## config.mk

```make
export PLATFORM = sky130hd
export DESIGN_NAME = indexed_ordered_list_core_flat
export DESIGN_NICKNAME = d
export VERILOG_FILES = /design/src/iol_pkg.sv /design/src/iol_if.sv /design/src/iol_cell.sv /design/src/indexed_ordered_list_core.sv /design/src/flat_wrapper.sv
export SDC_FILE = /design/constraint.sdc
export NUM_CORES = 1
export LEC_CHECK = 0
export BUFFER_PORTS_ARGS = -buffer_cell sky130_fd_sc_hd__buf_2
export CORE_ASPECT_RATIO = 0.8
export CORE_MARGIN = 2
export CORE_UTILIZATION = 25
export DETAILED_ROUTE_END_ITERATION = 8
export PLACE_DENSITY = 0.39
export SLEW_MARGIN = 20
export SYNTH_ARGS = -nofsm -noshare
export SYNTH_HDL_FRONTEND = slang
export SYNTH_SLANG_ARGS = --single-unit
```

## constraint.sdc

```tcl
create_clock -name clk -period 4.7 [get_ports clk]
set_input_delay 1.175 -clock clk [delete_from_list [all_inputs] [get_ports clk]]
set_output_delay 1.175 -clock clk [all_outputs]
set_load 0.1 [all_outputs]
```

## src/iol_pkg.sv

```systemverilog
`default_nettype none
// ----------------------------------------------------------------------------
// iol_pkg
// shared types and constants for the indexed ordered list core
// ----------------------------------------------------------------------------
package iol_pkg;

	// fixed field widths of the request and response channels
	localparam int OP_W    = 2;
	localparam int POS_W   = 5;
	localparam int DIN_W   = 32;
	localparam int DOUT_W  = 32;
	localparam int COUNT_W = 5;
	localparam int WIDE_W  = 64;

	// default build values
	localparam int CAPACITY_DEF   = 16;
	localparam int DATA_WIDTH_DEF = 32;

	// request kinds
	typedef enum logic [OP_W-1:0] {
		OP_INSERT = 2'd0,
		OP_REMOVE = 2'd1,
		OP_READ   = 2'd2
	} iol_op_t;

	// shift command broadcast to every cell of the chain
	typedef struct packed {
		logic             ins;
		logic             rem;
		logic [POS_W-1:0] pos;
	} iol_cmd_t;

endpackage
`default_nettype wire

```

## src/iol_if.sv

```systemverilog
`default_nettype none
// ----------------------------------------------------------------------------
// iol_req_if / iol_rsp_if
// valid/ready channels for list requests and their results
// ----------------------------------------------------------------------------
interface iol_req_if;
	logic                         valid;
	logic                         ready;
	logic [iol_pkg::OP_W-1:0]     op;
	logic [iol_pkg::POS_W-1:0]    position;
	logic [iol_pkg::DIN_W-1:0]    data_in;

	modport source (output valid, output op, output position, output data_in, input ready);
	modport sink   (input valid, input op, input position, input data_in, output ready);
endinterface

interface iol_rsp_if;
	logic                         valid;
	logic                         ready;
	logic                         ok;
	logic [iol_pkg::DOUT_W-1:0]   data_out;
	logic [iol_pkg::COUNT_W-1:0]  count;

	modport source (output valid, output ok, output data_out, output count, input ready);
	modport sink   (input valid, input ok, input data_out, input count, output ready);
endinterface
`default_nettype wire

```

## src/iol_cell.sv

```systemverilog
`default_nettype none
// ----------------------------------------------------------------------------
// iol_cell
// one list slot: loads the new word, takes its lower or upper neighbor, or holds
// ----------------------------------------------------------------------------
module iol_cell #(
	parameter int IDX = 0,
	parameter int DW  = iol_pkg::DATA_WIDTH_DEF
) (
	input  wire logic              clk,
	input  wire iol_pkg::iol_cmd_t cmd,
	input  wire logic [DW-1:0]     word,
	input  wire logic [DW-1:0]     prev,
	input  wire logic [DW-1:0]     next,
	output logic      [DW-1:0]     entry
);

	logic [DW-1:0] entry_q;
	logic          at_pos;
	logic          above_pos;

	// where this slot sits relative to the targeted index
	assign at_pos    = (IDX == int'(cmd.pos));
	assign above_pos = (IDX > int'(cmd.pos));

	// slot update: insert opens a gap, remove closes it
	always_ff @(posedge clk) begin
		if (cmd.ins && at_pos) begin
			entry_q <= word;
		end else if (cmd.ins && above_pos) begin
			entry_q <= prev;
		end else if (cmd.rem && (at_pos || above_pos)) begin
			entry_q <= next;
		end
	end

	assign entry = entry_q;

endmodule
`default_nettype wire

```

## src/indexed_ordered_list_core.sv

```systemverilog
`default_nettype none
// ----------------------------------------------------------------------------
// indexed_ordered_list_core
// bounded ordered list of words addressed by position, built as a shifting chain
// ----------------------------------------------------------------------------
// The list is a row of CAPACITY slots, one register per entry. An insert moves
// every slot above the target up by one and loads the new word, a remove moves
// every slot from the target on down by one, and a read selects the slot at the
// target; all of this happens on the clock edge that accepts the request,
// so the core takes one request per cycle. The result sits in an output register
// and appears in the cycle after the request is accepted; a new request is taken
// while a result waits only if that result is taken in the same cycle. Requests
// that target a position outside the list, an insert into a full list and an
// unknown request kind return ok low with the list unchanged. Only the low
// DATA_WIDTH bits of data_in are stored, and count reports the low five bits of
// the number of entries held.
// ----------------------------------------------------------------------------
module indexed_ordered_list_core #(
	parameter int CAPACITY   = iol_pkg::CAPACITY_DEF,
	parameter int DATA_WIDTH = iol_pkg::DATA_WIDTH_DEF
) (
	input  wire logic  clk,
	input  wire logic  arst_n,
	iol_req_if.sink    req,
	iol_rsp_if.source  rsp
);

	localparam int HW = $clog2(CAPACITY + 1);
	localparam int IW = $clog2(CAPACITY);
	localparam int CW = (HW > iol_pkg::POS_W) ? HW : iol_pkg::POS_W;

	logic [HW-1:0]         held_q;
	logic [HW-1:0]         held_nxt;
	logic                  out_valid_q;
	logic                  ok_q;
	logic [iol_pkg::DOUT_W-1:0]  data_q;
	logic [iol_pkg::COUNT_W-1:0] count_q;

	logic                  acc;
	logic [CW-1:0]         pos_x;
	logic [CW-1:0]         held_x;
	logic                  is_ins;
	logic                  is_rem;
	logic                  is_rd;
	logic                  ins_ok;
	logic                  rem_ok;
	logic                  rd_ok;
	logic [iol_pkg::WIDE_W-1:0] word_wide;
	logic [DATA_WIDTH-1:0] word;
	logic [iol_pkg::WIDE_W-1:0] rd_wide;
	logic [CW-1:0]         held_nxt_x;
	iol_pkg::iol_cmd_t     cmd;
	logic [DATA_WIDTH-1:0] entries [CAPACITY];

	// request handshake: output register frees up or is being drained
	assign req.ready = !out_valid_q || rsp.ready;
	assign acc       = req.valid && req.ready;

	// decode and range checks
	assign pos_x  = CW'(req.position);
	assign held_x = CW'(held_q);
	assign is_ins = (req.op == iol_pkg::OP_INSERT);
	assign is_rem = (req.op == iol_pkg::OP_REMOVE);
	assign is_rd  = (req.op == iol_pkg::OP_READ);
	assign ins_ok = is_ins && (pos_x <= held_x) && (held_q < HW'(CAPACITY));
	assign rem_ok = is_rem && (pos_x < held_x);
	assign rd_ok  = is_rd && (pos_x < held_x);

	// stored word is the low data width bits of the request
	assign word_wide = {{(iol_pkg::WIDE_W - iol_pkg::DIN_W){1'b0}}, req.data_in};
	assign word      = word_wide[DATA_WIDTH-1:0];

	// shift command to the chain, only for accepted requests that succeed
	assign cmd.ins = acc && ins_ok;
	assign cmd.rem = acc && rem_ok;
	assign cmd.pos = req.position;

	// chain of slots
	for (genvar i = 0; i < CAPACITY; i++) begin : g_cell
		logic [DATA_WIDTH-1:0] prev_w;
		logic [DATA_WIDTH-1:0] next_w;

		if (i == 0) begin : g_first
			assign prev_w = word;
		end else begin : g_mid_prev
			assign prev_w = entries[i-1];
		end

		if (i == CAPACITY - 1) begin : g_last
			assign next_w = entries[i];
		end else begin : g_mid_next
			assign next_w = entries[i+1];
		end

		iol_cell #(
			.IDX (i),
			.DW  (DATA_WIDTH)
		) u_cell (
			.clk   (clk),
			.cmd   (cmd),
			.word  (word),
			.prev  (prev_w),
			.next  (next_w),
			.entry (entries[i])
		);
	end

	// read select, widened then cut to the response width
	always_comb begin
		rd_wide = '0;
		if (rd_ok) begin
			rd_wide = iol_pkg::WIDE_W'(entries[pos_x[IW-1:0]]);
		end
	end

	// length after this request
	always_comb begin
		held_nxt = held_q;
		if (ins_ok) begin
			held_nxt = held_q + 1'b1;
		end else if (rem_ok) begin
			held_nxt = held_q - 1'b1;
		end
	end
	assign held_nxt_x = CW'(held_nxt);

	// length and response valid
	always_ff @(posedge clk or negedge arst_n) begin
		if (!arst_n) begin
			held_q      <= '0;
			out_valid_q <= 1'b0;
		end else begin
			if (acc) begin
				held_q <= held_nxt;
			end
			if (acc) begin
				out_valid_q <= 1'b1;
			end else if (rsp.ready) begin
				out_valid_q <= 1'b0;
			end
		end
	end

	// response payload
	always_ff @(posedge clk) begin
		if (acc) begin
			ok_q    <= ins_ok || rem_ok || rd_ok;
			data_q  <= rd_wide[iol_pkg::DOUT_W-1:0];
			count_q <= held_nxt_x[iol_pkg::COUNT_W-1:0];
		end
	end

	assign rsp.valid    = out_valid_q;
	assign rsp.ok       = ok_q;
	assign rsp.data_out = data_q;
	assign rsp.count    = count_q;

	// length never passes the number of slots
	a_held_bound: assert property (@(posedge clk) disable iff (!arst_n)
		held_q <= HW'(CAPACITY))
		else $error("list length above capacity");

	// a successful insert grows the list by exactly one
	a_ins_grow: assert property (@(posedge clk) disable iff (!arst_n)
		(acc && ins_ok) |=> (held_q == HW'($past(held_q) + 1'b1)))
		else $error("insert did not grow the list by one");

	// a successful remove shrinks the list by exactly one
	a_rem_shrink: assert property (@(posedge clk) disable iff (!arst_n)
		(acc && rem_ok) |=> (held_q == HW'($past(held_q) - 1'b1)))
		else $error("remove did not shrink the list by one");

	// every accepted request shows a response in the next cycle
	a_rsp_follows: assert property (@(posedge clk) disable iff (!arst_n)
		acc |=> rsp.valid)
		else $error("accepted request without response");

endmodule
`default_nettype wire

```

## src/flat_wrapper.sv

```systemverilog
// flat-port wrapper written by rule: the top's interface ports become plain ports
module indexed_ordered_list_core_flat 
#(
	parameter int CAPACITY   = iol_pkg::CAPACITY_DEF,
	parameter int DATA_WIDTH = iol_pkg::DATA_WIDTH_DEF
)
  (clk, arst_n, req_valid, req_op, req_position, req_data_in, req_ready, rsp_valid, rsp_ok, rsp_data_out, rsp_count, rsp_ready);
  iol_req_if req_i ();
  iol_rsp_if rsp_i ();
  input  wire logic clk;
  input  wire logic arst_n;
  input wire logic [$bits(req_i.valid)-1:0] req_valid;
  input wire logic [$bits(req_i.op)-1:0] req_op;
  input wire logic [$bits(req_i.position)-1:0] req_position;
  input wire logic [$bits(req_i.data_in)-1:0] req_data_in;
  output wire logic [$bits(req_i.ready)-1:0] req_ready;
  output wire logic [$bits(rsp_i.valid)-1:0] rsp_valid;
  output wire logic [$bits(rsp_i.ok)-1:0] rsp_ok;
  output wire logic [$bits(rsp_i.data_out)-1:0] rsp_data_out;
  output wire logic [$bits(rsp_i.count)-1:0] rsp_count;
  input wire logic [$bits(rsp_i.ready)-1:0] rsp_ready;
  assign req_i.valid = req_valid;
  assign req_i.op = req_op;
  assign req_i.position = req_position;
  assign req_i.data_in = req_data_in;
  assign req_ready = req_i.ready;
  assign rsp_valid = rsp_i.valid;
  assign rsp_ok = rsp_i.ok;
  assign rsp_data_out = rsp_i.data_out;
  assign rsp_count = rsp_i.count;
  assign rsp_i.ready = rsp_ready;
  indexed_ordered_list_core #(.CAPACITY(CAPACITY), .DATA_WIDTH(DATA_WIDTH)) u_core (.clk(clk), .arst_n(arst_n), .req(req_i), .rsp(rsp_i));
endmodule
```

==> flow_summary.ini <==
[status]
outcome = finished clean

[cts]
clockBufferDepth = 3
cts-resized-gates = 0
path_clk_slew_ns = 0.06
cts_setup_buffers = 0
cts_sinks = 556
htreeDepth = 3
ctsHoldBuffers = 0
clk_latency_ns = 0.67
cts_made_buffers = 70
tritoncts = yes
cts_root_buf = clkbuf_16

[detailed_routing]
drc_errors = 0
wire_per_inst_um = 27.6
routed_via_density = 5.33
drt-total-wl_mm = 123
vias = 23700
postRouteAntennaNets = 0
drt_iter0_drc = 2110
first_pass_iters = 8

[place]
io_buffer_count = 82
post-place-cells = 4316
hpwlAfterDp_mm = 77.7
preCtsSetupSlack_ns = 0.0907
gp_congestion = 0.787

[power]
total_power_mw = 13.0
power_leakage_nw = 12.6
powerDensity_nw_per_um2 = 357
ir_worst_vdd_mv = 0.244

[timing]
final-setup-viol-count = 0
report.final.slew_viol_count = 0
setup_ws_ns = 0.738
fin_worst_skew_ns = 0.0426
slew_headroom = 0.222
finalCritPeriodShare = 0.843
fin_crit_ns = 3.96
setup_tns_ns = 0
fmax_ghz = 0.252
rsz0062_at_grt = no
hold_viol = 0
worst_pin_slew_ns = 1.17

[setup_path]
crit_type = in -> reg
critPathCaptureType = flip-flop
startpoint_type = input port
worstPathMaxFanout = 24
cp.arrival_ns = 4.33
crit_required_ns = 5.07

[logic_synthesis]
syn_inst = 2721
synth_top_family_by_area = multiplexers
synthSimpleGateAreaFrac = 0.119
synth_ff_type = edfxtp_1
synth_edf_count = 550
syn_area_per_cell_um2 = 11.5
syn_nets = 2771
synthAdderAreaFrac = 0.00280
ys_async_sr_fraction = 0.0108
synth_compound_area_frac = 0.126
synth-xor-area-share = 0.00196
yosys.area.top_type = edfxtp_1
ys_ff_latch = 556
ys_seq_area_frac = 0.532
ys_warn_count = 0
synthMuxAreaShare = 0.180
yosys.area.top_type_share = 0.527
mappedNetlistArea_um2 = 31300
ys_types = 62
netlist_top_cells_area = edfxtp_1, mux4_2, nand2_1

[global_routing]
grt.overflow.total = 0
grt_use_met1 = 0.266
busiest_layer = met2
met2_usage = 0.302
grt_start_max_net_pins = 65
grt_usage = 0.190
use_met3 = 0.0277
grt_pass1_vias = 24100
grt_pass1_wl_mm = 178
antenna_found_initial = 7

[final_layout]
layout_common_cells = nand2_1, edfxtp_1, nor2_1
drive_above_1_share = 0.209
finalNetCount = 2788
finish.utilization = 0.293
fill_cells = 12700
syn2layout_area_growth_pct = 16.5
multi_input_area_um2 = 13700
seq_area_um2 = 16700
final_cells = 4447
layout_commonest_cell = nand2_1

[run]
cap_violations = 0

[die]
fp.dieH_um = 321
rows = 116
ios = 83
start_util = 0.251
core_region_area_um2 = 125000
dieWidth_um = 400
die_area_um2 = 128000

[min_path]
hp-class = in -> async
## layer usage
layer  wire length (um)  share of wire
met5                 13        0.00011
met3               6930          0.056
met1              55400           0.45
met4               3510          0.029
met2              56800           0.46
## synth_stat cells (all sizes together), types with 7 or more instances
library cell    n
edfxtp        550
nor3           12
ha              7
nor2          245
mux2           64
o2bb2ai        64
o22ai          65
xnor2           7
a22oi          64
nor2b          38
mux4          160
inv            10
o21ai         130
nand3          16
mux2i         130
a21oi         136
nand2         559
a31oi         126
clkbuf        136
o21a           32
buf           119
## cell families (layout without fill, tap and decap cells)
kind of cell    count (synthesis)  after routing
flops                         556            556
other cells                     0              4
simple gates                  903            903
fa+ha+maj                       7              7
xor+xnor                        7              7
mux                           354            354
compound gates                629            629
buf+inv                       265            335
## sequential cells by signal, summed over array words and instances, names as in the netlist
| signal | count |
|---|---|
| u_core.g_cell.u_cell.entry | 512 |
| u_core.held_q | 5 |
| u_core.rsp.count | 5 |
| u_core.rsp.data_out | 32 |
| u_core.rsp.ok | 1 |
| u_core.rsp.valid | 1 |
## path summary, 6_finish.rpt
kind                                                             start  slack (ns)  cells past startpoint                                          end
max                                                    req_position[0]        0.74                     11  u_core.g_cell[3].u_cell.entry[18]$_DFFE_PP_
min                                                             arst_n        0.33                      1                 u_core.held_q[0]$_DFFE_PN0P_
max reg2reg                               u_core.held_q[2]$_DFFE_PN0P_        1.08                     10  u_core.g_cell[3].u_cell.entry[18]$_DFFE_PP_
min reg2reg                u_core.g_cell[15].u_cell.entry[8]$_DFFE_PP_        0.53                      2  u_core.g_cell[14].u_cell.entry[8]$_DFFE_PP_
max in group asynchronous                                       arst_n        4.20                      1                 u_core.held_q[4]$_DFFE_PN0P_
min in group clk           u_core.g_cell[15].u_cell.entry[8]$_DFFE_PP_        0.53                      2  u_core.g_cell[14].u_cell.entry[8]$_DFFE_PP_
## through the flow
stage               area (um2)  hold WS, ns
finish                   36500        0.331
global route             36500        0.315
CTS                      36500        0.295
detailed placement       34200        0.548
global placement         34200        0.530
floorplan                31300        0.514
## power breakdown
| part | switching, mW | total [mW] | internal, mW | leakage, nW |
|---|---|---|---|---|
| combinational | 1.17 | 1.70 | 0.535 | 6.45 |
| clock | 2.33 | 5.60 | 3.27 | 1.12 |
| sequential | 0.112 | 5.74 | 5.62 | 5.06 |
| total | 3.62 | 13.0 | 9.43 | 12.6 |
## area by class of cell
class	instances	area share
clock inverters	34	0.0102
diodes	4	0.000274
clock buffers	91	0.0525
multi-input cells	1900	0.376
repair buffers	200	0.0466
well taps	1652	0.0566
flip-flops and latches	556	0.457
inverters	10	0.00103
## critical path: stages
cell	delay, ns
buf_8	0.10
inv_1	0.32
ha_1	0.31
and3_1	0.18
nand3_1	0.10
a21bo_2	0.24
a2bb2oi_1	0.77
nand2b_1	0.58
buf_4	0.24
nor2_4	0.04
buf_12	0.22
Note: power is estimated with default switching activity, not from simulation.
